File: src/design/hcb_pkg.sv
// ----------------------------------------------------------------------------
// hcb_pkg
// shared constants and cell control types for the code table builder
// ----------------------------------------------------------------------------
`default_nettype none

package hcb_pkg;

    localparam int MAX_WORD_DEF = 4096;
    localparam int ALPHABET_DEF = 26;
    localparam int ID_W         = 6;
    localparam int LEN_W        = 5;
    localparam int MAX_CODE     = 25;
    localparam int SYM_W        = 5;

    // control broadcast to every cell of both chains
    typedef struct packed {
        logic             inc;
        logic [SYM_W-1:0] letter;
        logic             load;
        logic             shift;
        logic             merge;
        logic [ID_W-1:0]  id_a;
        logic [ID_W-1:0]  id_b;
        logic [ID_W-1:0]  id_next;
    } t_cell_ctl;

    typedef struct packed {
        logic            alive;
        logic [ID_W-1:0] id;
    } t_node_tag;

endpackage

`default_nettype wire

File: src/design/hcb_node_cell.sv
// ----------------------------------------------------------------------------
// hcb_node_cell
// one slot of the node ring: weight, node id and queue membership
// ----------------------------------------------------------------------------
`default_nettype none

module hcb_node_cell
    import hcb_pkg::*;
#(
    parameter int WW   = 17,
    parameter int SLOT = 0
) (
    input  wire logic          i_clk,
    input  wire logic          i_rst_n,
    input  wire t_cell_ctl     i_ctl,
    input  wire logic          i_load_alive,
    input  wire logic [WW-1:0] i_load_weight,
    input  wire logic [WW-1:0] i_sum,
    input  wire t_node_tag     i_nb_tag,
    input  wire logic [WW-1:0] i_nb_weight,
    output t_node_tag          o_tag,
    output logic [WW-1:0]      o_weight
);

    logic            r_alive;
    logic [ID_W-1:0] r_id;
    logic [WW-1:0]   r_weight;

    always_ff @(posedge i_clk) begin
        if (!i_rst_n) begin
            r_alive <= 1'b0;
        end else if (i_ctl.shift) begin
            r_alive <= i_nb_tag.alive;
        end else if (i_ctl.load) begin
            r_alive <= i_load_alive;
        end else if (i_ctl.merge) begin
            if (r_id == i_ctl.id_next)
                r_alive <= 1'b1;
            else if (r_id == i_ctl.id_a || r_id == i_ctl.id_b)
                r_alive <= 1'b0;
        end
    end

    always_ff @(posedge i_clk) begin
        if (i_ctl.shift) begin
            r_id     <= i_nb_tag.id;
            r_weight <= i_nb_weight;
        end else if (i_ctl.load) begin
            r_id     <= ID_W'(SLOT);
            r_weight <= i_load_weight;
        end else if (i_ctl.merge && r_id == i_ctl.id_next) begin
            r_weight <= i_sum;
        end
    end

    assign o_tag    = {r_alive, r_id};
    assign o_weight = r_weight;

endmodule

`default_nettype wire

File: config.mk
export PLATFORM = sky130hd
export DESIGN_NAME = hcb_node_cell
export DESIGN_NICKNAME = d
export VERILOG_FILES = /design/src/design/hcb_pkg.sv /design/src/design/hcb_node_cell.sv
export SDC_FILE = /design/constraint.sdc
export NUM_CORES = 1
export LEC_CHECK = 0
export ABC_AREA = 1
export ABC_CLOCK_PERIOD_IN_PS = 3900
export BUFFER_PORTS_ARGS = -buffer_cell sky130_fd_sc_hd__buf_2
export CAP_MARGIN = 20
export CORE_MARGIN = 1
export CORE_UTILIZATION = 45
export CTS_BUF_LIST = sky130_fd_sc_hd__clkbuf_2 sky130_fd_sc_hd__clkbuf_4 sky130_fd_sc_hd__clkbuf_8
export CTS_CLUSTER_DIAMETER = 80
export DETAILED_ROUTE_END_ITERATION = 10
export MAX_ROUTING_LAYER = met4
export PLACE_DENSITY = 0.87
export SYNTH_ARGS = -nofsm -noshare
export SYNTH_HDL_FRONTEND = slang
export SYNTH_SLANG_ARGS = --single-unit
File: constraint.sdc
create_clock -name i_clk -period 3.9 [get_ports i_clk]
set_input_delay 0.78 -clock i_clk [delete_from_list [all_inputs] [get_ports i_clk]]
set_output_delay 0.78 -clock i_clk [all_outputs]
set_load 0.02 [all_outputs]
# Yosys cells after proc, flatten, opt, wreduce, memory -nomap -nowiden
# Cells that the tools add are included.
[totals]
regBits = 24
in_bits = 88
output_inout_bits = 24
wordCells = 23
[classes]
n_eq_ne = 3
n_mux = 10
reduce_logical = 7
[op_table]
columns = ["cell", "n"]
rows = [
  ["$mux W17", 3],
  ["$eq A6 B6 Y1", 3],
  ["$mux W6", 2],
  ["$reduce_bool A3 Y1", 2],
  ["$mux W1", 5],
  ["$reduce_bool A4 Y1", 1],
  ["$reduce_and A2 Y1", 1],
  ["$reduce_bool A2 Y1", 1],
  ["$logic_and A1 B1 Y1", 1],
  ["$logic_or A1 B1 Y1", 1],
]

# Logic depth before layout (Yosys ltp)
[logic_depth]
depth_word = 7
ltp_mapped = 11
mapped_depth_nobuf = 11

# Worst setup path after synthesis
# Ideal clock, no wire load.
[synth_path]
path_type = "input port to flip-flop"
from = "in i_ctl[2] in the netlist's numbering"
to = "reg r_weight[0] (netlist: o_weight[0]) (enable)"
setup_ns = 0.379
arrival_time_ns = 1.649
setup_slack_ns = 1.872
stages = 6
n_path_buf = 0
cell_sequence = "inv_1 -> nand2_1 -> nand2_1 -> nor2_2 -> nand3_2 -> o21ai_2"
[synth_via]
elab_chain_cells = 3
[synth_rtl]
columns = ["item", "line", "text"]
rows = [
  ["start, declared", "hcb_node_cell.sv:15", "input wire t_cell_ctl i_ctl,"],
  ["$eq A6 B6 Y1", "hcb_node_cell.sv:51", "end else if (i_ctl.merge && r_id == i_ctl.id_next) begin"],
  ["$logic_and A1 B1 Y1", "hcb_node_cell.sv:51", ""],
  ["$reduce_bool A3 Y1 (no line)", "n/a", ""],
  ["end signal, assigned", "hcb_node_cell.sv:47", "r_weight <= i_nb_weight;"],
  ["end signal, assigned", "hcb_node_cell.sv:50", "r_weight <= i_load_weight;"],
  ["end signal, assigned", "hcb_node_cell.sv:52", "r_weight <= i_sum;"],
  ["end, declared", "hcb_node_cell.sv:27", "logic [WW-1:0] r_weight;"],
]
# Every way passes these cells.
# A chain may end at the register's enable or synchronous reset.

# Final worst setup path
[layout_path]
from = "in i_ctl[2] in the netlist's numbering"
to = "reg r_alive"
[layout_via]
elab_chain_cells = 5
word_cells_on_any_way = 7
[layout_rtl]
columns = ["item", "line", "text"]
rows = [
  ["$eq A6 B6 Y1 (*)", "hcb_node_cell.sv:37", "if (r_id == i_ctl.id_next)"],
  ["$mux W1", "hcb_node_cell.sv:37", ""],
  ["$mux W1", "hcb_node_cell.sv:36", "end else if (i_ctl.merge) begin"],
  ["$mux W1", "hcb_node_cell.sv:34", "end else if (i_ctl.load) begin"],
  ["$mux W1", "hcb_node_cell.sv:32", "end else if (i_ctl.shift) begin"],
  ["end signal, assigned", "hcb_node_cell.sv:33", "r_alive <= i_nb_tag.alive;"],
  ["end signal, assigned", "hcb_node_cell.sv:35", "r_alive <= i_load_alive;"],
  ["end, declared", "hcb_node_cell.sv:25", "logic r_alive;"],
]
# Mark *: on every way between the ends. The rest lies on a longest branch, timed or not. The select of a mux whose other input is x is not followed.

==> metrics.txt <==
HP Start=r_alive; CP arrival=2260 ps; routed wire length=3.72 mm; antenna violations before repair=0; DR WL/cell=10.1 um; total track usage=20.3%; critical path class=in2reg; Residual DRC=0; Die Span X=60.9 um; CP max stage delay=720 ps; mapped cell area=1560 sq um; Area growth syn-to-layout=38.1%; Seq/Total Area, Yosys=45.5%; fin area=2160 sq um; Vias per Instance=4.60; Final nets=411; outcome=finished, final reports clean; final core utilization=64.6%; Slew headroom=39.0%; DIE AREA=3710 sq um; # diodes=0; Tcrit/Tclk final=52.1%; Mapped Avg Cell Area=7.07 sq um; uppermost layer routed=met4; Clk pin slew, worst setup/hold paths=130 ps; Worst Hold Class=reg2reg; Hold Path End=r_alive; Port Buf Inserts=105; Pins Over Slew Limit=0; met3 WL=241 um; critical path peak fanout=18; core box area=3340 sq um; fin cells=368; Sequential Area=711 sq um; Clock Skew=7.28 ps; asr flop ratio synth=0%; IO Pins=112; layout cells sized above 1=40.4%; Clock Path Buffers=2; # Post-CTS Setup Buffers=0; Num CTS Buffers=3; latest clock arrival within the worst-skew pair=310 ps; Hold Path Stages=4; Final TNS setup=0 ps; Max Cap Viol=0; Via Count=1691; CP endpoint kind=flip-flop; top cells by instance count after synthesis=77 x nand2_1, 34 x a21oi_1, 27 x inv_1, 27 x nor2_1, 23 x edfxtp_1; most frequent cell after synthesis=nand2_1; met2 WL=1.86 mm; cell count of the worst reg-to-reg path=8; Max IR drop VDD=191 uV; Gate Count Post-Synth=221; worst path cell trace=buf_2 -> inv_1 -> nand2_1 -> nand2_1 -> nor2_2 -> nand3_2 -> o21ai_2 -> nor2_1 -> nor2_2 -> nor2_1; filler instances=314; # clock sinks=24; most area-consuming cells after synthesis=edfxtp_1 44%, nand2_1 19%, a21oi_1 11%; Worst Setup Start Kind=input pin; Leak=1.22 nW; post-synth top area share=44.2%; total gr overflow=0; placed wire-length estimate=2.88 mm; minimum clock period=2030 ps; root buffer cell=clkbuf_4; starting density of the core=46.8%; FMAX=492 MHz; Final Hold Vio Count=0; Placed Cells incl. Taps=364; CP required=4120 ps; Yosys cell types=18; H-Tree Depth=1; wl on met1=1.57 mm; Final GP Congestion=0.793; dpl cell area=2100 sq um; RSZ-0062 raised after global routing=false; reg2reg end=r_alive; final setup vio count=0; syn nets=309; worst r2r src=r_id[2]; largest net degree at the start of global routing=27; Post-synth EDFFs=23; PD cells=318 nW/um^2; synthesized flop and latch total=24; TritonCTS clock tree=built; Pre-antenna DRT Iters=4; first-pass GRT wire length=5.40 mm; Main synth FF type=edfxtp_1; Die H=60.9 um; cts repair resizes=0; initial drt markers=95; largest area contributor in the netlist=edfxtp_1; multi-input logic area=679 sq um; FF-to-FF setup slack=1930 ps; Syn. warnings=0; vias in the first global route=1338; FP Rows=21; Worst-Margin Slew=915 ps; Critical-path top delay cell=o21ai_2; CTS Hold Bufs=0; Post-DRT Antenna Nets=0
cell type report:
class                           count  share of cell area (%)
Timing Repair Buffer              105                    24.4
Clock buffer                        3                    1.04
Tap cell                           46                    2.67
Clock inverter                      1                    1.39
Sequential cell                    24                    32.9
Multi-Input combinational cell    154                    31.5
Inverter                           35                    6.09
worst max-delay path: cells and delay by family:
| kind | cells | cell delay, ps |
|---|---|---|
| and+or+nand+nor | 7 | 610 |
| AOI/OAI and AO/OA | 1 | 720 |
| buffers and inverters | 2 | 120 |
power by group:
part | internal [W] | switching [W] | total, W
Clock | 0.000104 | 0.0000763 | 0.000180
Sequential | 0.000311 | 0.0000115 | 0.000322
Combinational | 0.0000747 | 0.000110 | 0.000185
Total | 0.000489 | 0.000198 | 0.000687
per-layer routing:
layer,GRT usage (%),vias up
met5,-,-
met1,23.9,731
met2,35.0,66
met4,8.44,0
met3,2.56,4
li1,-,890
worst max path at each step:
stage	slack (ps)	end	cells after the start	startpoint
floorplan	1870	o_weight[0]	6	i_ctl[2]
global placement	1500	r_alive	10	i_ctl[2]
detailed placement	1480	r_alive	10	i_ctl[2]
CTS	1830	r_alive	10	i_ctl[2]
global route	1690	r_alive	10	i_ctl[2]
finish	1870	r_alive	10	i_ctl[2]
state kept, by name (all words and copies together), names as in the netlist:
name      flops
o_weight     17
r_alive       1
r_id          6
layout by cell type, fill, tap and decap left out:
cell       count
buf_2        105
nand2_1       77
a21oi_1       34
nor2_1        27
inv_1         27
edfxtp_1      23
inv_2          8
nor2_2         5
nand3_2        4
nand2_2        3
clkbuf_4       3
o21ai_2        1
xor2_1         1
nand3_1        1
or2_0          1
bufinv_16      1
dfxtp_1        1
through the flow:
| step | setup WS (ps) | total power, W | hold slack (ps) |
|---|---|---|---|
| 2_1_floorplan | 1870 | 0.000438 | 529 |
| 3_3_place_gp | 1500 | 0.000509 | 545 |
| 3_5_place_dp | 1480 | 0.000514 | 549 |
| 4_1_cts | 1830 | 0.000692 | 568 |
| 5_1_grt | 1690 | 0.000726 | 626 |
| 6_report | 1870 | 0.000687 | 560 |
logic make-up after synthesis:
family	Yosys count	share of synthesized area [%]
AO/OA/AOI/OAI	35	11.5
XOR/XNOR	1	0.561
AND/OR/NAND/NOR	118	31.5
flip-flops	24	45.5
buffers and inverters	43	11.0
No activity file was read; power rests on OpenSTA's default activity.
