$ cat src/design/hcb_pkg.sv
// ----------------------------------------------------------------------------
// hcb_pkg
// shared constants and cell control types for the code table builder
// ----------------------------------------------------------------------------
`default_nettype none

package hcb_pkg;

    localparam int MAX_WORD_DEF = 4096;
    localparam int ALPHABET_DEF = 26;
    localparam int ID_W         = 6;
    localparam int LEN_W        = 5;
    localparam int MAX_CODE     = 25;
    localparam int SYM_W        = 5;

    // control broadcast to every cell of both chains
    typedef struct packed {
        logic             inc;
        logic [SYM_W-1:0] letter;
        logic             load;
        logic             shift;
        logic             merge;
        logic [ID_W-1:0]  id_a;
        logic [ID_W-1:0]  id_b;
        logic [ID_W-1:0]  id_next;
    } t_cell_ctl;

    typedef struct packed {
        logic            alive;
        logic [ID_W-1:0] id;
    } t_node_tag;

endpackage

`default_nettype wire

$ cat src/design/hcb_letter_cell.sv
// ----------------------------------------------------------------------------
// hcb_letter_cell
// one letter: occurrence count, current tree node and the code grown so far
// ----------------------------------------------------------------------------
`default_nettype none

module hcb_letter_cell
    import hcb_pkg::*;
#(
    parameter int MAX_WORD = MAX_WORD_DEF,
    parameter int SLOT     = 0,
    localparam int CW      = $clog2(MAX_WORD + 1)
) (
    input  wire logic             i_clk,
    input  wire logic             i_rst_n,
    input  wire t_cell_ctl        i_ctl,
    input  wire logic [CW-1:0]    i_nb_count,
    input  wire logic [LEN_W-1:0] i_nb_len,
    input  wire logic [24:0]      i_nb_bits,
    output logic [CW-1:0]         o_count,
    output logic [LEN_W-1:0]      o_len,
    output logic [24:0]           o_bits
);

    localparam logic [SYM_W-1:0] MY_SYM = SYM_W'(SLOT);
    localparam logic [CW-1:0]    CMAX   = CW'(MAX_WORD);

    logic [CW-1:0]    r_count;
    logic [LEN_W-1:0] r_len;
    logic [24:0]      r_bits;
    logic [ID_W-1:0]  r_node;
    logic             w_hit;

    assign w_hit = (r_node == i_ctl.id_a) || (r_node == i_ctl.id_b);

    always_ff @(posedge i_clk) begin
        if (!i_rst_n) begin
            r_count <= '0;
        end else if (i_ctl.shift) begin
            r_count <= i_nb_count;
        end else if (i_ctl.inc && i_ctl.letter == MY_SYM && r_count < CMAX) begin
            r_count <= r_count + CW'(1);
        end
    end

    always_ff @(posedge i_clk) begin
        if (i_ctl.shift) begin
            r_len  <= i_nb_len;
            r_bits <= i_nb_bits;
        end else if (i_ctl.load) begin
            r_len  <= '0;
            r_bits <= '0;
            r_node <= ID_W'(SLOT);
        end else if (i_ctl.merge && w_hit) begin
            r_node <= i_ctl.id_next;
            if (r_len < LEN_W'(MAX_CODE)) begin
                // second node taken is the 1 branch
                if (r_node == i_ctl.id_b)
                    r_bits <= r_bits | (25'(1) << r_len);
                r_len <= r_len + LEN_W'(1);
            end
        end
    end

    assign o_count = r_count;
    assign o_len   = r_len;
    assign o_bits  = r_bits;

endmodule

`default_nettype wire

$ cat config.mk
export PLATFORM = sky130hd
export DESIGN_NAME = hcb_letter_cell
export DESIGN_NICKNAME = d
export VERILOG_FILES = /design/src/design/hcb_pkg.sv /design/src/design/hcb_letter_cell.sv
export SDC_FILE = /design/constraint.sdc
export NUM_CORES = 1
export LEC_CHECK = 0
export BUFFER_PORTS_ARGS = -buffer_cell sky130_fd_sc_hd__buf_4
export CAP_MARGIN = 40
export CORE_UTILIZATION = 40
export DETAILED_ROUTE_END_ITERATION = 7
export PLACE_DENSITY_LB_ADDON = 0.25
export SLEW_MARGIN = 20
export SYNTH_ARGS = -nofsm -noshare
export SYNTH_HDL_FRONTEND = slang
export SYNTH_SLANG_ARGS = --single-unit
$ cat constraint.sdc
create_clock -name i_clk -period 5.8 [get_ports i_clk]
set_clock_uncertainty 0.05 [all_clocks]
set_input_delay 0.87 -clock i_clk [delete_from_list [all_inputs] [get_ports i_clk]]
set_output_delay 0.87 -clock i_clk [all_outputs]
set_load 0.1 [all_outputs]
# == After elaboration in Yosys (flattened, before gate mapping) ==
# Cells that the tools add are included.
# totals
output_inout_bits,43
ff_bits,49
# classes
n_reduce_logical,13
magnitude_cmp,2
shift,1
bitwise,2
add_sub_neg,2
mux,12
n_eq_ne,2
# op_table
cell,count
25-bit 2-to-1 mux,5
13-bit 2-to-1 mux,2
25-bit bitwise OR,1
"1-bit by 5-bit << shifter with 25-bit output, first input constant",1
5-bit 2-to-1 mux,4
"13-bit by 1-bit adder with 13-bit output, second input constant",1
"13-bit less-than comparator, second input constant",1
6-bit == test,2
3-bit nonzero test,3
6-bit 2-to-1 mux,1
"5-bit by 1-bit adder with 5-bit output, second input constant",1
5-bit zero test,1
"5-bit less-than comparator, second input constant",1
2-bit AND reduction,2
2-bit nonzero test,2
1-bit logical AND,3
3-bit AND reduction,1
1-bit logical OR,1
1-bit inverter,1

# == Logic depth before layout (Yosys ltp) ==
# depth
word_depth,7
mapped_depth,5
depth_no_buf,5

# == Worst setup path before layout ==
# OpenSTA, ideal clock, no wires.
# synth_path
path_kind,register to register
start,register r_len[0] (netlist: o_len[0])
end,register r_bits[0] (netlist: o_bits[0]) (enable)
path_stages_with_launch,4
setup_time_ns,0.442
required_time_ns,5.308
path_slack_ns,2.003
period_less_slack_ns,3.797
path_buffers,0
arrival_time_ns,3.305
path_cell_list,edfxtp_1 o311ai_0 nand2_1 o21ai_0
# synth_via
elab_chain_len,3
# synth_lines
item,line,source
start: declaration,hcb_letter_cell.sv:29,logic [LEN_W-1:0] r_len;
start signal: assignment,hcb_letter_cell.sv:48,r_len <= i_nb_len;
start signal: assignment,hcb_letter_cell.sv:60,r_len <= r_len + LEN_W'(1);
5-bit less-than comparator,hcb_letter_cell.sv:56,if (r_len < LEN_W'(MAX_CODE)) begin
3-bit nonzero test (no source line),n/a,
3-bit AND reduction (no source line),n/a,
end signal: assignment,hcb_letter_cell.sv:49,r_bits <= i_nb_bits;
end signal: assignment,hcb_letter_cell.sv:59,r_bits <= r_bits | (25'(1) << r_len);
end: declaration,hcb_letter_cell.sv:30,logic [24:0] r_bits;
# No other way between the ends.
# A chain may end at the register's enable or synchronous reset.

# == Worst setup path in the final report ==
# layout_path
start,input i_ctl[24] (netlist bit)
end,register r_count[9] (netlist: o_count[9])
# layout_via
elab_chain_len,4
# layout_lines
item,line,source
start: declaration,hcb_letter_cell.sv:16,"input wire t_cell_ctl i_ctl,"
5-bit zero test,hcb_letter_cell.sv:41,end else if (i_ctl.inc && i_ctl.letter == MY_SYM && r_count < CMAX) begin
1-bit logical AND (2 in series),hcb_letter_cell.sv:41,
2-bit nonzero test (no source line),n/a,
end signal: assignment,hcb_letter_cell.sv:40,r_count <= i_nb_count;
end signal: assignment,hcb_letter_cell.sv:42,r_count <= r_count + CW'(1);
end: declaration,hcb_letter_cell.sv:28,logic [CW-1:0] r_count;
# No other way between the ends.

==> metrics.md <==
| Metric | Value |
|---|---|
| R2R depth | 3 |
| Wire length of the first global-routing pass | 11200 um |
| Synth warn | 0 |
| Pwr Total | 0.00100 W |
| Crit Reg-Reg Endpoint | o_len[1] |
| Total routed wirelength | 6990 um |
| Synthesis-stage register bit count | 49 |
| Maximum buffer depth of the clock tree | 2 |
| All-Layer GR Usage | 19.8% |
| H-tree Lvls | 2 |
| Relative slew slack | 55.0% |
| DRT iter0 DRCs | 166 |
| Leakage | 1.50 nW |
| Worst setup margin | 3230 ps |
| Antenna violations before repair | 0 |
| Cell Area, Synth | 0.00262 mm2 |
| Worst hold slack | 482 ps |
| Boundary pin count | 115 |
| Maximum clock rate | 389 MHz |
| CTS clock-pin slew for the worst setup and hold paths | 90 ps |
| Reg2reg start | o_len[2] |
| Synth Net Count | 352 |
| Fin. Hold Viols | 0 |
| Die Wd | 83.0 um |
| Reg-to-reg slack, setup | 3480 ps |
| Area share of the largest cell type after synthesis | 41.2% |
| Post-CTS Setup Repair Bufs | 0 |
| FP Rows | 29 |
| Critical path class | input port to flip-flop |
| Startpoint class of the critical path | input port |
| Worst hold path cell count | 2 |
| Final #Nets | 459 |
| Post-cts resize count | 0 |
| Distinct cells, synth | 32 |
| Port bufs | 114 |
| # setup viols final | 0 |
| Worst-Margin Slew | 666 ps |
| Setup slack at placement | 2950 ps |
| Placer Congestion | 0.767 |
| RSZ-0062 raised after global routing | false |
| Hold path start | o_count[11] |
| Placed Area | 0.00353 mm2 |
| Clock insertion delay at the later pin of the skew report | 300 ps |
| Synth area leaders | edfxtp_1 41%, dfxtp_1 9.9%, o21ai_0 8.2%, xor2_1 5.7%, nand2_1 5.4% |
| First-pass DRT Iterations | 4 |
| Crit share post-route | 44.3% |
| Count of final max-slew check failures | 0 |
| Worst Hold Path EP | o_count[11] |
| Average routed wire per standard cell | 15.3 um |
| CP max FO | 9 |
| Share of layout cells above drive strength 1 | 33.3% |
| Vias in the first global route | 2332 |
| CP endpoint kind | flip-flop |
| N_diodes | 0 |
| VDD IR max | 0.154 mV |
| Power Dens Cells | 278 mW/mm2 |
| Crit path cell chain | buf_4, or4b_4, or3_1, or4_1, a31oi_1 |
| Syn Inst Count | 273 |
| Worst stage delay on the critical path | 560 ps |
| Setup TNS | 0 ps |
| Vias per cell | 5.42 |
| Starting Density | 41.3% |
| Status | finished, final reports clean |
| Sink Count | 49 |
| Core area | 0.00635 mm2 |
| Max-Cap Viols | 0 |
| Die height | 83.0 um |
| Mean Syn Cell Area | 9.60 um2 |
| Area leader, netlist | edfxtp_1 |
| CP arrival | 2750 ps |
| Fin crit period | 2570 ps |
| Register area share after synthesis | 51.2% |
| Via count | 2482 |
| CP required | 5980 ps |
| Die ar. | 0.00688 mm2 |
| TritonCTS Buffers | 5 |
| Post-route ant nets | 0 |
| Hold bufs inserted after CTS | 0 |
| Finished Cell Area | 0.00361 mm2 |
| Largest net degree at the start of global routing | 39 |
| CTS tree | done |
| DRC | 0 |
| HP Class | flip-flop to flip-flop |
| Slowest-stage cell, CP | or4b_4 |
| Root buffer cell | clkbuf_8 |
| Area growth, synth to finish | 37.9% |
| Congestion Overflow GR | 0 |
| HPWL after detailed placement | 5080 um |
-- worst max path at each step --
stage / depth (start not counted) / slack, ps / end / from
after global routing: 5 / 3190 / o_count[11] / i_ctl[24]
final: 5 / 3230 / o_count[9] / i_ctl[24]
after detailed placement: 5 / 2950 / o_count[9] / i_ctl[24]
after floorplan: 3 / 2000 / o_bits[0] / o_len[0]
after global placement: 5 / 3000 / o_count[11] / i_ctl[24]
after CTS: 5 / 3260 / o_count[11] / i_ctl[24]
-- cells in the final DEF, fill, tap and decap left out, drive strengths merged, types with 2 or more instances in the layout --
| cell type | instances |
|---|---|
| o21ai | 43 |
| nor3 | 3 |
| xnor2 | 3 |
| nor4 | 5 |
| ha | 7 |
| edfxtp | 36 |
| inv | 6 |
| nor2b | 13 |
| or4b | 2 |
| nand3 | 8 |
| clkbuf | 5 |
| o31ai | 4 |
| nor2 | 5 |
| or4 | 4 |
| or3 | 2 |
| clkinvlp | 2 |
| nand2 | 38 |
| dfxtp | 13 |
| xor2 | 17 |
| nand4 | 3 |
| nor4b | 2 |
| a31oi | 14 |
| a21oi | 23 |
| buf | 115 |
-- routing by layer --
layer | vias up | part of all wire (%) | global-route usage [%]
met4 | 0 | 0.56 | 3.76
met1 | 1156 | 45 | 27.0
met2 | 106 | 47 | 31.7
met5 | - | 0 | 0
li1 | 1216 | - | -
met3 | 4 | 8.1 | 5.57
-- power breakdown --
group,internal (W),switching (W),total [W]
sequential,0.000411,0.0000310,0.000442
combinational,0.0000947,0.000268,0.000363
clock,0.0000831,0.000115,0.000198
-- flip-flops by register name, indices dropped and copies added, names as in the netlist --
| name | flops |
|---|---|
| o_bits | 25 |
| o_count | 13 |
| o_len | 5 |
| r_node | 6 |
-- cell usage after synthesis (all sizes together) --
library cell,instances
or4,4
nor2b,13
edfxtp,36
a211oi,1
o31ai,4
o211ai,1
xor2,17
a21oi,23
or4b,2
a22o,1
nor2,5
nand2,38
nor3,3
a32oi,1
or3,2
a31oi,14
clkbuf,12
o311ai,1
dfxtp,13
o21ai,43
buf,3
nor4b,2
nand3,8
mux2i,1
inv,6
or2,1
xnor2,3
nor4,5
ha,7
nand4,3
-- through the flow --
stage,utilization [%],instances
2_1_floorplan,-,273
5_1_grt,56.9,458
3_3_place_gp,55.5,450
6_report,56.9,458
3_5_place_dp,55.5,450
4_1_cts,56.9,458
-- layout make-up --
class	instances	area, um2
clock buffers	5	68.8
repair buffers	115	863
fillers	568	2740
multi-input cells	203	1200
clock inverters	3	17.5
flip-flops and latches	49	1340
well taps	77	96.3
inverters	6	22.5
-- cell families (layout without fill, tap and decap cells) --
group	after synthesis	count (layout)	synth area share [%]
AO/OA/AOI/OAI	89	89	18.7
XOR/XNOR	20	20	6.68
adder cells (fa/ha/maj)	7	7	3.34
buffers and inverters	21	129	3.05
flip-flops	49	49	51.2
multiplexers	1	1	0.382
AND/OR/NAND/NOR	86	86	16.7
-- critical path: cells and delay by family --
| kind | cells | cell delay, ps |
|---|---|---|
| AND/OR/NAND/NOR | 3 | 1600 |
| AO/OA/AOI/OAI | 1 | 170 |
| buffers and inverters | 1 | 110 |
Power figures use the tool's default switching activity.
